## src/sv/crt_pkg.sv

```systemverilog
// crt_pkg: types and codes of the retransmission table.
// Used by every module of the block.
`timescale 1ns / 1ps
package crt_pkg;
	localparam logic [1:0] ACT_OPEN   = 2'd0;
	localparam logic [1:0] ACT_CANCEL = 2'd1;
	localparam logic [1:0] ACT_TICK   = 2'd2;
	localparam logic [1:0] ACT_UNUSED = 2'd3;

	localparam logic [2:0] EV_SENT     = 3'd0;
	localparam logic [2:0] EV_RESENT   = 3'd1;
	localparam logic [2:0] EV_GAVE_UP  = 3'd2;
	localparam logic [2:0] EV_NO_FREE  = 3'd3;
	localparam logic [2:0] EV_CANCELED = 3'd4;
	localparam logic [2:0] EV_NOTFOUND = 3'd5;
	localparam logic [2:0] EV_IDLE     = 3'd6;

	localparam logic REG_BASE = 1'b0;
	localparam logic REG_MAX  = 1'b1;

	typedef struct packed {
		logic [1:0]  action;
		logic [15:0] trans_id;
		logic [63:0] peer_addr_high;
		logic [63:0] peer_addr_low;
		logic [15:0] peer_port;
		logic        confirmable;
	} req_t;

	typedef struct packed {
		logic [2:0]  event_res;
		logic [2:0]  slot;
		logic [15:0] out_id;
		logic [63:0] out_addr_high;
		logic [63:0] out_addr_low;
		logic [15:0] out_port;
		logic        last;
	} res_t;
endpackage

```

## src/sv/crt_if.sv

```systemverilog
// crt_req_if, crt_res_if: valid/ready channels for request and result words.
// Depends on no other file.
`timescale 1ns / 1ps
interface crt_req_if;
	logic valid;
	logic ready;
	logic [1:0]  action;
	logic [15:0] trans_id;
	logic [63:0] peer_addr_high;
	logic [63:0] peer_addr_low;
	logic [15:0] peer_port;
	logic        confirmable;
	modport source (output valid, action, trans_id, peer_addr_high, peer_addr_low,
		peer_port, confirmable, input ready);
	modport sink (input valid, action, trans_id, peer_addr_high, peer_addr_low,
		peer_port, confirmable, output ready);
endinterface

interface crt_res_if;
	logic valid;
	logic ready;
	logic [2:0]  event_res;
	logic [2:0]  slot;
	logic [15:0] out_id;
	logic [63:0] out_addr_high;
	logic [63:0] out_addr_low;
	logic [15:0] out_port;
	logic        last;
	modport source (output valid, event_res, slot, out_id, out_addr_high, out_addr_low,
		out_port, last, input ready);
	modport sink (input valid, event_res, slot, out_id, out_addr_high, out_addr_low,
		out_port, last, output ready);
endinterface

```

## src/sv/confirmable_retransmit_table.sv

```systemverilog
// confirmable_retransmit_table: top level of the retransmission table.
// Depends on crt_pkg, crt_if, crt_front, crt_back, crt_outbuf.
//
//  channel | dir | word
//  req     | in  | action, trans_id, peer address, port, confirmable
//  res     | out | event_res, slot, transaction fields, last
//  cfg     | in  | cfg_we, cfg_index, cfg_data (16 bit)
//
// The sequencer visits one slot per cycle; a resend word is emitted during the
// visit of its slot, while a give-up word takes a state of its own. The front
// register and the output buffer are registered. Reset clears valid bits and
// sets the registers to 2 and 4.
// The front register takes the next word while the back part works; a stalled
// result word holds the sequencer at its current slot.
`timescale 1ns / 1ps
module confirmable_retransmit_table #(
	parameter int SLOTS = 8
) (
	input  logic        clk,
	input  logic        arst_n,
	input  logic        cfg_we,
	input  logic        cfg_index,
	input  logic [15:0] cfg_data,
	crt_req_if.sink     req,
	crt_res_if.source   res
);
	crt_pkg::req_t in_req, q_req;
	crt_pkg::res_t r;
	logic q_valid, q_ready, rv, rr;
	logic tick_end;

	assign in_req = {req.action, req.trans_id, req.peer_addr_high, req.peer_addr_low,
		req.peer_port, req.confirmable};

	crt_front u_front (.clk, .arst_n, .in_valid(req.valid), .in_ready(req.ready),
		.in_req, .q_valid, .q_ready, .q_req);

	crt_back #(.SLOTS(SLOTS)) u_back (.clk, .arst_n, .cfg_we, .cfg_index, .cfg_data,
		.q_valid, .q_ready, .q_req, .out_valid(rv), .out_ready(rr), .out_res(r),
		.tick_end);

	// Back part clears last on tick resend and give-up words and on a sent
	// word a give-up follows; such a word waits for the next word or tick end.
	crt_pkg::res_t bres;

	crt_outbuf u_buf (.clk, .arst_n, .in_valid(rv), .in_ready(rr), .in_res(r),
		.flush(tick_end), .out_valid(res.valid), .out_ready(res.ready), .out_res(bres));

	assign {res.event_res, res.slot, res.out_id, res.out_addr_high, res.out_addr_low,
		res.out_port, res.last} = bres;

	a_ready_known: assert property (@(posedge clk) disable iff (!arst_n)
		res.valid |-> (res.event_res <= crt_pkg::EV_IDLE))
		else $error("result code out of range");
	a_hold: assert property (@(posedge clk) disable iff (!arst_n)
		(res.valid && !res.ready) |=> res.valid)
		else $error("result word dropped under stall");
endmodule

```

## src/sv/crt_front.sv

```systemverilog
// crt_front: request register; drops unused action codes.
// Depends on crt_pkg.
`timescale 1ns / 1ps
module crt_front (
	input  logic           clk,
	input  logic           arst_n,
	input  logic           in_valid,
	output logic           in_ready,
	input  crt_pkg::req_t  in_req,
	output logic           q_valid,
	input  logic           q_ready,
	output crt_pkg::req_t  q_req
);
	logic          full_q;
	crt_pkg::req_t req_q;

	assign in_ready = !full_q || q_ready;
	assign q_valid  = full_q;
	assign q_req    = req_q;

	always_ff @(posedge clk or negedge arst_n) begin
		if (!arst_n) begin
			full_q <= 1'b0;
		end else if (in_ready) begin
			full_q <= in_valid && (in_req.action != crt_pkg::ACT_UNUSED);
		end
	end

	always_ff @(posedge clk) begin
		if (in_ready && in_valid) begin
			req_q <= in_req;
		end
	end
endmodule

```

## src/sv/crt_back.sv

```systemverilog
// crt_back: slot table and sequencer, one slot per cycle, one result word per step;
// a stalled result word holds the sequencer at its slot. Depends on crt_pkg.
`timescale 1ns / 1ps
module crt_back #(
	parameter int SLOTS = 8
) (
	input  logic           clk,
	input  logic           arst_n,
	input  logic           cfg_we,
	input  logic           cfg_index,
	input  logic [15:0]    cfg_data,
	input  logic           q_valid,
	output logic           q_ready,
	input  crt_pkg::req_t  q_req,
	output logic           out_valid,
	input  logic           out_ready,
	output crt_pkg::res_t  out_res,
	output logic           tick_end
);
	localparam int SW = (SLOTS > 1) ? $clog2(SLOTS) : 1;

	typedef enum logic [2:0] {ST_IDLE, ST_SCAN, ST_OPEN, ST_GIVE, ST_TICK, ST_FIN}
		state_t;

	state_t          state_q;
	logic [SW:0]     idx_q;
	crt_pkg::req_t   req_q;
	logic            any_q;
	logic [15:0]     base_q;
	logic [3:0]      max_q;

	logic [SLOTS-1:0] valid_q;
	logic [15:0]  id_q    [SLOTS];
	logic [63:0]  ah_q    [SLOTS];
	logic [63:0]  al_q    [SLOTS];
	logic [15:0]  port_q  [SLOTS];
	logic [3:0]   retry_q [SLOTS];
	logic [31:0]  cnt_q   [SLOTS];

	crt_pkg::res_t res_q;
	logic          ov_q;
	logic [SW-1:0] cur;
	logic          done;
	logic          can_emit;

	assign cur      = idx_q[SW-1:0];
	assign done     = (idx_q == (SW+1)'(SLOTS));
	assign can_emit = !ov_q || out_ready;
	assign q_ready  = (state_q == ST_IDLE);
	assign out_valid = ov_q;
	assign out_res   = res_q;
	// final tick word has left the output register: the buffer may mark it last
	assign tick_end  = (state_q == ST_FIN) && any_q && !ov_q;

	always_ff @(posedge clk or negedge arst_n) begin
		if (!arst_n) begin
			base_q <= 16'd2;
			max_q  <= 4'd4;
		end else if (cfg_we) begin
			if (cfg_index == crt_pkg::REG_BASE) base_q <= cfg_data;
			else max_q <= cfg_data[3:0];
		end
	end

	always_ff @(posedge clk or negedge arst_n) begin
		logic ov_d;
		if (!arst_n) begin
			state_q <= ST_IDLE;
			valid_q <= '0;
			ov_q    <= 1'b0;
			idx_q   <= '0;
			any_q   <= 1'b0;
		end else begin
			ov_d = ov_q && !out_ready;
			case (state_q)
				ST_IDLE: begin
					if (q_valid) begin
						req_q   <= q_req;
						idx_q   <= '0;
						any_q   <= 1'b0;
						state_q <= (q_req.action == crt_pkg::ACT_TICK) ? ST_TICK : ST_SCAN;
					end
				end
				ST_SCAN: begin
					if (done) begin
						if (can_emit) begin
							ov_d = 1'b1;
							res_q <= {(req_q.action == crt_pkg::ACT_OPEN) ? crt_pkg::EV_NO_FREE
								: crt_pkg::EV_NOTFOUND, 3'd0, req_q.trans_id,
								req_q.peer_addr_high, req_q.peer_addr_low, req_q.peer_port, 1'b1};
							state_q <= ST_IDLE;
						end
					end else if (req_q.action == crt_pkg::ACT_OPEN) begin
						if (!valid_q[cur]) begin
							id_q[cur]    <= req_q.trans_id;
							ah_q[cur]    <= req_q.peer_addr_high;
							al_q[cur]    <= req_q.peer_addr_low;
							port_q[cur]  <= req_q.peer_port;
							retry_q[cur] <= 4'd0;
							state_q      <= ST_OPEN;
						end else idx_q <= idx_q + 1'b1;
					end else begin
						if (valid_q[cur] && id_q[cur] == req_q.trans_id) begin
							if (can_emit) begin
								valid_q[cur] <= 1'b0;
								ov_d = 1'b1;
								res_q <= {crt_pkg::EV_CANCELED, 3'(cur), id_q[cur], ah_q[cur],
									al_q[cur], port_q[cur], 1'b1};
								state_q <= ST_IDLE;
							end
						end else idx_q <= idx_q + 1'b1;
					end
				end
				ST_OPEN: begin
					if (can_emit) begin
						ov_d = 1'b1;
						if (req_q.confirmable && max_q != 4'd0) begin
							valid_q[cur] <= 1'b1;
							cnt_q[cur]   <= {16'd0, base_q};
							state_q      <= ST_IDLE;
							res_q <= {crt_pkg::EV_SENT, 3'(cur), id_q[cur], ah_q[cur],
								al_q[cur], port_q[cur], 1'b1};
						end else begin
							valid_q[cur] <= 1'b0;
							state_q <= req_q.confirmable ? ST_GIVE : ST_IDLE;
							res_q <= {crt_pkg::EV_SENT, 3'(cur), id_q[cur], ah_q[cur],
								al_q[cur], port_q[cur], !req_q.confirmable};
						end
					end
				end
				ST_TICK: begin
					if (done) begin
						state_q <= ST_FIN;
					end else if (!valid_q[cur]) begin
						idx_q <= idx_q + 1'b1;
					end else if (cnt_q[cur] > 32'd1) begin
						cnt_q[cur] <= cnt_q[cur] - 32'd1;
						idx_q <= idx_q + 1'b1;
					end else if (can_emit) begin
						// Resend; the output buffer decides on last later.
						any_q <= 1'b1;
						ov_d = 1'b1;
						retry_q[cur] <= retry_q[cur] + 4'd1;
						res_q <= {crt_pkg::EV_RESENT, 3'(cur), id_q[cur], ah_q[cur],
							al_q[cur], port_q[cur], 1'b0};
						if ((retry_q[cur] + 4'd1) < max_q) begin
							cnt_q[cur] <= 32'(base_q) << (retry_q[cur] + 4'd1);
							idx_q <= idx_q + 1'b1;
						end else begin
							cnt_q[cur]   <= 32'd0;
							valid_q[cur] <= 1'b0;
							state_q <= ST_GIVE;
						end
					end
				end
				ST_GIVE: begin
					if (can_emit) begin
						ov_d = 1'b1;
						res_q <= {crt_pkg::EV_GAVE_UP, 3'(cur), id_q[cur], ah_q[cur],
							al_q[cur], port_q[cur], req_q.action != crt_pkg::ACT_TICK};
						if (req_q.action == crt_pkg::ACT_TICK) begin
							idx_q <= idx_q + 1'b1;
							state_q <= ST_TICK;
						end else begin
							state_q <= ST_IDLE;
						end
					end
				end
				ST_FIN: begin
					// no expiry: an idle word; else wait for the final word to leave
					if (!any_q) begin
						if (can_emit) begin
							ov_d = 1'b1;
							res_q <= {crt_pkg::EV_IDLE, 3'd0, 16'd0, 64'd0, 64'd0, 16'd0, 1'b1};
							state_q <= ST_IDLE;
						end
					end else if (!ov_q) begin
						state_q <= ST_IDLE;
					end
				end
				default: state_q <= ST_IDLE;
			endcase
			ov_q <= ov_d;
		end
	end
endmodule

```

## src/sv/crt_outbuf.sv

```systemverilog
// crt_outbuf: two-word lookahead so the final tick result can carry last.
// Depends on crt_pkg.
`timescale 1ns / 1ps
module crt_outbuf (
	input  logic           clk,
	input  logic           arst_n,
	input  logic           in_valid,
	output logic           in_ready,
	input  crt_pkg::res_t  in_res,
	input  logic           flush,
	output logic           out_valid,
	input  logic           out_ready,
	output crt_pkg::res_t  out_res
);
	logic          full_q;
	logic          nfull_q;
	crt_pkg::res_t r_q;
	crt_pkg::res_t n_q;
	crt_pkg::res_t r_fin;
	crt_pkg::res_t n_fin;
	logic          pop;
	logic          push;

	// A head word without last waits until a word follows it or flush marks it final.
	assign out_valid = full_q && (r_q.last || nfull_q);
	assign out_res   = r_q;
	assign in_ready  = !nfull_q;
	assign pop       = out_valid && out_ready;
	assign push      = in_valid && in_ready;

	// flush marks the newest word held
	always_comb begin
		r_fin = r_q;
		r_fin.last = r_q.last || (flush && !nfull_q);
		n_fin = n_q;
		n_fin.last = n_q.last || (flush && nfull_q);
	end

	always_ff @(posedge clk or negedge arst_n) begin
		if (!arst_n) begin
			full_q  <= 1'b0;
			nfull_q <= 1'b0;
		end else if (pop) begin
			if (nfull_q) nfull_q <= 1'b0;
			else if (!push) full_q <= 1'b0;
		end else if (push) begin
			if (full_q) nfull_q <= 1'b1;
			else full_q <= 1'b1;
		end
	end

	always_ff @(posedge clk) begin
		if (pop) begin
			if (nfull_q) r_q <= n_fin;
			else if (push) r_q <= in_res;
		end else if (push) begin
			if (full_q) n_q <= in_res;
			else r_q <= in_res;
		end else begin
			r_q <= r_fin;
			n_q <= n_fin;
		end
	end
endmodule

```

## src/flat_wrapper.sv

```systemverilog
// flat-port wrapper written by rule: the top's interface ports become plain ports
module confirmable_retransmit_table_flat 
#(
	parameter int SLOTS = 8
)
  (clk, arst_n, cfg_we, cfg_index, cfg_data, req_valid, req_action, req_trans_id, req_peer_addr_high, req_peer_addr_low, req_peer_port, req_confirmable, req_ready, res_valid, res_event_res, res_slot, res_out_id, res_out_addr_high, res_out_addr_low, res_out_port, res_last, res_ready);
  crt_req_if req_i ();
  crt_res_if res_i ();
  input  logic clk;
  input  logic arst_n;
  input  logic cfg_we;
  input  logic cfg_index;
  input  logic [15:0] cfg_data;
  input wire logic [$bits(req_i.valid)-1:0] req_valid;
  input wire logic [$bits(req_i.action)-1:0] req_action;
  input wire logic [$bits(req_i.trans_id)-1:0] req_trans_id;
  input wire logic [$bits(req_i.peer_addr_high)-1:0] req_peer_addr_high;
  input wire logic [$bits(req_i.peer_addr_low)-1:0] req_peer_addr_low;
  input wire logic [$bits(req_i.peer_port)-1:0] req_peer_port;
  input wire logic [$bits(req_i.confirmable)-1:0] req_confirmable;
  output wire logic [$bits(req_i.ready)-1:0] req_ready;
  output wire logic [$bits(res_i.valid)-1:0] res_valid;
  output wire logic [$bits(res_i.event_res)-1:0] res_event_res;
  output wire logic [$bits(res_i.slot)-1:0] res_slot;
  output wire logic [$bits(res_i.out_id)-1:0] res_out_id;
  output wire logic [$bits(res_i.out_addr_high)-1:0] res_out_addr_high;
  output wire logic [$bits(res_i.out_addr_low)-1:0] res_out_addr_low;
  output wire logic [$bits(res_i.out_port)-1:0] res_out_port;
  output wire logic [$bits(res_i.last)-1:0] res_last;
  input wire logic [$bits(res_i.ready)-1:0] res_ready;
  assign req_i.valid = req_valid;
  assign req_i.action = req_action;
  assign req_i.trans_id = req_trans_id;
  assign req_i.peer_addr_high = req_peer_addr_high;
  assign req_i.peer_addr_low = req_peer_addr_low;
  assign req_i.peer_port = req_peer_port;
  assign req_i.confirmable = req_confirmable;
  assign req_ready = req_i.ready;
  assign res_valid = res_i.valid;
  assign res_event_res = res_i.event_res;
  assign res_slot = res_i.slot;
  assign res_out_id = res_i.out_id;
  assign res_out_addr_high = res_i.out_addr_high;
  assign res_out_addr_low = res_i.out_addr_low;
  assign res_out_port = res_i.out_port;
  assign res_last = res_i.last;
  assign res_i.ready = res_ready;
  confirmable_retransmit_table #(.SLOTS(SLOTS)) u_core (.clk(clk), .arst_n(arst_n), .cfg_we(cfg_we), .cfg_index(cfg_index), .cfg_data(cfg_data), .req(req_i), .res(res_i));
endmodule
```

## config.mk

```make
export PLATFORM = sky130hd
export DESIGN_NAME = confirmable_retransmit_table_flat
export DESIGN_NICKNAME = d
export VERILOG_FILES = /design/src/sv/crt_pkg.sv /design/src/sv/crt_if.sv /design/src/sv/confirmable_retransmit_table.sv /design/src/sv/crt_front.sv /design/src/sv/crt_back.sv /design/src/sv/crt_outbuf.sv /design/src/flat_wrapper.sv
export SDC_FILE = /design/constraint.sdc
export NUM_CORES = 2
export LEC_CHECK = 0
export ABC_CLOCK_PERIOD_IN_PS = 16700
export BUFFER_PORTS_ARGS = -buffer_cell sky130_fd_sc_hd__buf_2
export CAP_MARGIN = 20
export CORE_MARGIN = 2
export CORE_UTILIZATION = 50
export DETAILED_ROUTE_END_ITERATION = 6
export PLACE_DENSITY = 0.67
export RECOVER_POWER = 25
export SLEW_MARGIN = 0
export SYNTH_ARGS = -nofsm -noshare
export SYNTH_HDL_FRONTEND = slang
export SYNTH_SLANG_ARGS = --single-unit
```

## constraint.sdc

```tcl
create_clock -name clk -period 16.7 [get_ports clk]
set_input_delay 3.34 -clock clk [delete_from_list [all_inputs] [get_ports clk]]
set_output_delay 3.34 -clock clk [all_outputs]
set_load 0.05 [all_outputs]
```

==> metrics.md <==
| Metric | Value |
|---|---|
| Slew HR | `0.0564` |
| CP max stage delay | `1.05 ns` |
| Final count of hold timing violations | `0` |
| IO Count | `354` |
| Crit-path most repeated cell | `buf_4` |
| Routed vias | `48,300` |
| Initial Util | `0.504` |
| Largest net degree at the start of global routing | `167` |
| Antenna violations before repair | `5` |
| First-pass GRT wire length | `325 mm` |
| Post-synthesis sequential area ratio | `0.810` |
| CP Cell Sequence | `buf_12, buf_4, inv_1, buf_4, ha_1, nand3_1, and3_1, nand3_1, nor2_4, buf_4, buf_4, buf_4` |
| Final Total Pwr | `0.0182 W` |
| Max Clk Rate | `0.130 GHz` |
| Power Density | `178 nW/um^2` |
| Total CTS buffers | `229` |
| Layout net count | `5,454` |
| Synthesized instance count | `4,885` |
| Clock insertion delay at the later pin of the skew report | `0.88 ns` |
| Count leader, synth | `edfxtp_1` |
| Critical-path maximum fanout | `117` |
| Number of global-route vias before repair | `48,000` |
| RSZ-0062 raised after global routing | `no` |
| Diode count | `0` |
| Syn Nets | `5,081` |
| Wirelength, routed | `222 mm` |
| Clock transition at path regs | `0.06 ns` |
| Rows | `155` |
| Hold Crit Class | `flip-flop to flip-flop` |
| Slew Limit Fails | `0` |
| Switching fraction of total power | `0.328` |
| Die area | `184,000 sq um` |
| IR drop worst, VDD | `0.146 mV` |
| R2R cell count | `12` |
| H-tree depth | `4` |
| PortBufs | `353` |
| Setup TNS | `0 ns` |
| Crit Path Class | `flip-flop to flip-flop` |
| Cell taking the most area after synthesis | `edfxtp_1` |
| Worst-Margin Slew | `1.42 ns` |
| Clock skew | `0.0866 ns` |
| Mean routed wirelength per cell | `28.5 um` |
| Int Power | `0.0122 W` |
| Clock Path Buffers | `3` |
| CTS tree | `yes` |
| Period minus WS final | `7.68 ns` |
| Worst hold slack | `0.409 ns` |
| P_leak | `32.9 nW` |
| Reg power frac | `0.468` |
| Clk sinks | `2,435` |
| Main synth FF type | `edfxtp_1` |
| Reg-to-reg slack, setup | `9.02 ns` |
| Critical Path End Type | `flip-flop` |
| Synth-to-Final Area Change | `13.3%` |
| MaxCap Viol Count | `0` |
| Distinct cells, synth | `79` |
| Clock share of power | `0.285` |
| Post-synth top cells | `edfxtp_1, a22o_1, a22oi_1` |
| ANT nets after route | `0` |
| Register bit total from synthesis | `2,435` |
| R2r startpoint | `u_core.u_back.idx_q[0]$_DFFE_PN0P_` |
| 1st-pass router iterations | `7` |
| Post-route DRC | `0` |
| Top post-synthesis cells by area | `edfxtp_1, a22o_1, a22oi_1` |
| Final period util | `0.460` |
| RD Place Congestion | `0.848` |
| Post-CTS Setup Inserts | `0` |
| FF-to-FF End | `u_core.u_back.ah_q[2][12]$_DFFE_PP_` |
| Die width | `428 um` |
| CTS Hold Buffers Added | `0` |
| Synth top area share | `0.798` |
| WP data required | `17.17 ns` |
| Yosys warns | `0` |
| Core ar. | `179,000 sq um` |
| CP max-delay cell | `nor2_4` |
| Syn Area/Cell | `18.4 sq um` |
| DP Wirelength | `127 mm` |
| Setup crit start | `u_core.u_back.idx_q[0]$_DFFE_PN0P_` |
| Comb pwr share | `0.247` |
| DR vias/cell | `6.19` |
| Post-CTS resize count | `0` |
| Status | `finished, final reports clean` |
| Asr flop ratio synth | `0.0164` |
| Initial DRC Count | `5,648` |
| CP arrival | `8.15 ns` |
| Number of synthesized flops with an enable pin | `2,395` |
| Total track usage | `0.238` |
| Die Y | `428 um` |
| Grt total ovfl | `0` |
| Layout cells sized above 1 | `0.180` |
| Cell area after synthesis | `90,100 sq um` |
| Startpoint types | `flip-flop` |
| Crit path to | `u_core.u_back.ah_q[2][12]$_DFFE_PP_` |
| Final setup violation count | `0` |
| CTS Root Cell | `clkbuf_16` |
| Switching pwr | `0.00596 W` |
-- per-stage QoR --
stage	instances	utilization	worst slack (ns)	cell area, sq um
after CTS	7810	0.571	9.03	102000
after detailed placement	7382	0.528	8.58	94500
after global placement	7382	0.528	8.62	94500
final	7810	0.571	9.02	102000
after global routing	7810	0.571	8.64	102000
after floorplan	4885	-	5.71	90100
-- logic make-up after synthesis --
kind of cell / Yosys count / share of synthesized area
xor+xnor: 42 / 0.00417
simple gates: 675 / 0.0366
compound gates: 1128 / 0.0923
flops: 2435 / 0.810
mux: 273 / 0.0409
buf+inv: 321 / 0.0150
fa+ha+maj: 11 / 0.00153
-- per-layer routing --
| layer | GRT usage | vias up | share of wire |
|---|---|---|---|
| li1 | - | 20800 | - |
| met1 | 0.327 | 25200 | 0.41 |
| met2 | 0.395 | 2069 | 0.49 |
| met3 | 0.0365 | 335 | 0.068 |
| met4 | 0.0776 | 2 | 0.030 |
| met5 | 0 | - | 0.000058 |
-- flip-flops by register name, indices dropped and copies added (netlist names), 3 cells and up, named ones only --
signal                 count
u_core.u_back.ah_q       512
u_core.u_back.al_q       512
u_core.u_back.base_q      16
u_core.u_back.cnt_q      256
u_core.u_back.id_q       128
u_core.u_back.idx_q        4
u_core.u_back.max_q        4
u_core.u_back.out_res    167
u_core.u_back.port_q     128
u_core.u_back.req_q      163
u_core.u_back.retry_q     32
u_core.u_back.state_q      3
u_core.u_buf.n_fin       166
u_core.u_buf.out_res     167
u_core.u_front.q_req     163
-- cell type report --
type | count | area [sq um]
clock inverters | 165 | 1670
repair buffers | 442 | 2510
multi-input cells | 2129 | 16000
flip-flops and latches | 2435 | 72900
inverters | 21 | 78.8
clock buffers | 263 | 5890
fillers | 13300 | 76800
well taps | 2355 | 2950
-- how the worst min path moves through the flow --
stage | start | to | slack, ns | cells past startpoint
detailed placement | u_core.u_front.q_req[106]$_DFFE_PP_ | u_core.u_back.req_q[106]$_DFFE_PP_ | 0.40 | 0
finish | u_core.u_front.q_req[10]$_DFFE_PP_ | u_core.u_back.req_q[10]$_DFFE_PP_ | 0.41 | 0
CTS | u_core.u_front.q_req[10]$_DFFE_PP_ | u_core.u_back.req_q[10]$_DFFE_PP_ | 0.41 | 0
floorplan | u_core.u_front.q_req[0]$_DFFE_PP_ | u_core.u_back.req_q[0]$_DFFE_PP_ | 0.40 | 0
global route | u_core.u_front.q_req[48]$_DFFE_PP_ | u_core.u_back.req_q[48]$_DFFE_PP_ | 0.42 | 0
global placement | u_core.u_front.q_req[27]$_DFFE_PP_ | u_core.u_back.req_q[27]$_DFFE_PP_ | 0.41 | 0
-- critical path: cells and delay by family (launching register included) --
kind                     cells  cell delay, ns
buffers and inverters        7            3.81
AND/OR/NAND/NOR              4            2.47
flip-flops                   1            0.41
adder cells (fa/ha/maj)      1            0.27
-- power by group through the flow --
stage / Combinational (W) / Sequential [W] / Clock, W
finish: 0.00449 / 0.00851 / 0.00518
global route: 0.00479 / 0.00857 / 0.00549
CTS: 0.00450 / 0.00851 / 0.00524
detailed placement: 0.00447 / 0.00863 / 0
global placement: 0.00445 / 0.00861 / 0
floorplan: 0.00260 / 0.00891 / 0
-- placed cells by master, fill, tap and decap left out, types with 9 or more instances in the layout --
| master | synthesis | final |
|---|---|---|
| a21oi_1 | 109 | 109 |
| a221o_1 | 12 | 12 |
| a221oi_1 | 167 | 167 |
| a222oi_1 | 9 | 9 |
| a22o_1 | 280 | 280 |
| a22oi_1 | 256 | 256 |
| and2_1 | 25 | 25 |
| and3_1 | 19 | 14 |
| buf_2 | 30 | 353 |
| buf_4 | 11 | 83 |
| bufinv_16 | 0 | 24 |
| clkbuf_1 | 216 | 32 |
| clkbuf_16 | 0 | 230 |
| clkinv_1 | 0 | 59 |
| clkinv_16 | 0 | 9 |
| clkinv_2 | 0 | 51 |
| clkinvlp_4 | 0 | 12 |
| dfrtp_1 | 38 | 35 |
| edfxtp_1 | 2395 | 2395 |
| ha_1 | 11 | 11 |
| inv_1 | 21 | 21 |
| mux2_2 | 80 | 80 |
| mux2i_1 | 125 | 125 |
| mux4_2 | 62 | 62 |
| nand2_1 | 130 | 129 |
| nand2b_1 | 13 | 13 |
| nand3_1 | 29 | 29 |
| nand4_1 | 125 | 125 |
| nor2_1 | 251 | 234 |
| nor2_2 | 2 | 10 |
| nor2_4 | 0 | 9 |
| nor2b_1 | 14 | 10 |
| nor3_1 | 23 | 21 |
| o21ai_0 | 211 | 211 |
| o22ai_1 | 19 | 19 |
| or3_1 | 9 | 9 |
| xnor2_1 | 19 | 18 |
| xor2_1 | 22 | 22 |
Note: power is estimated with default switching activity, not from simulation.
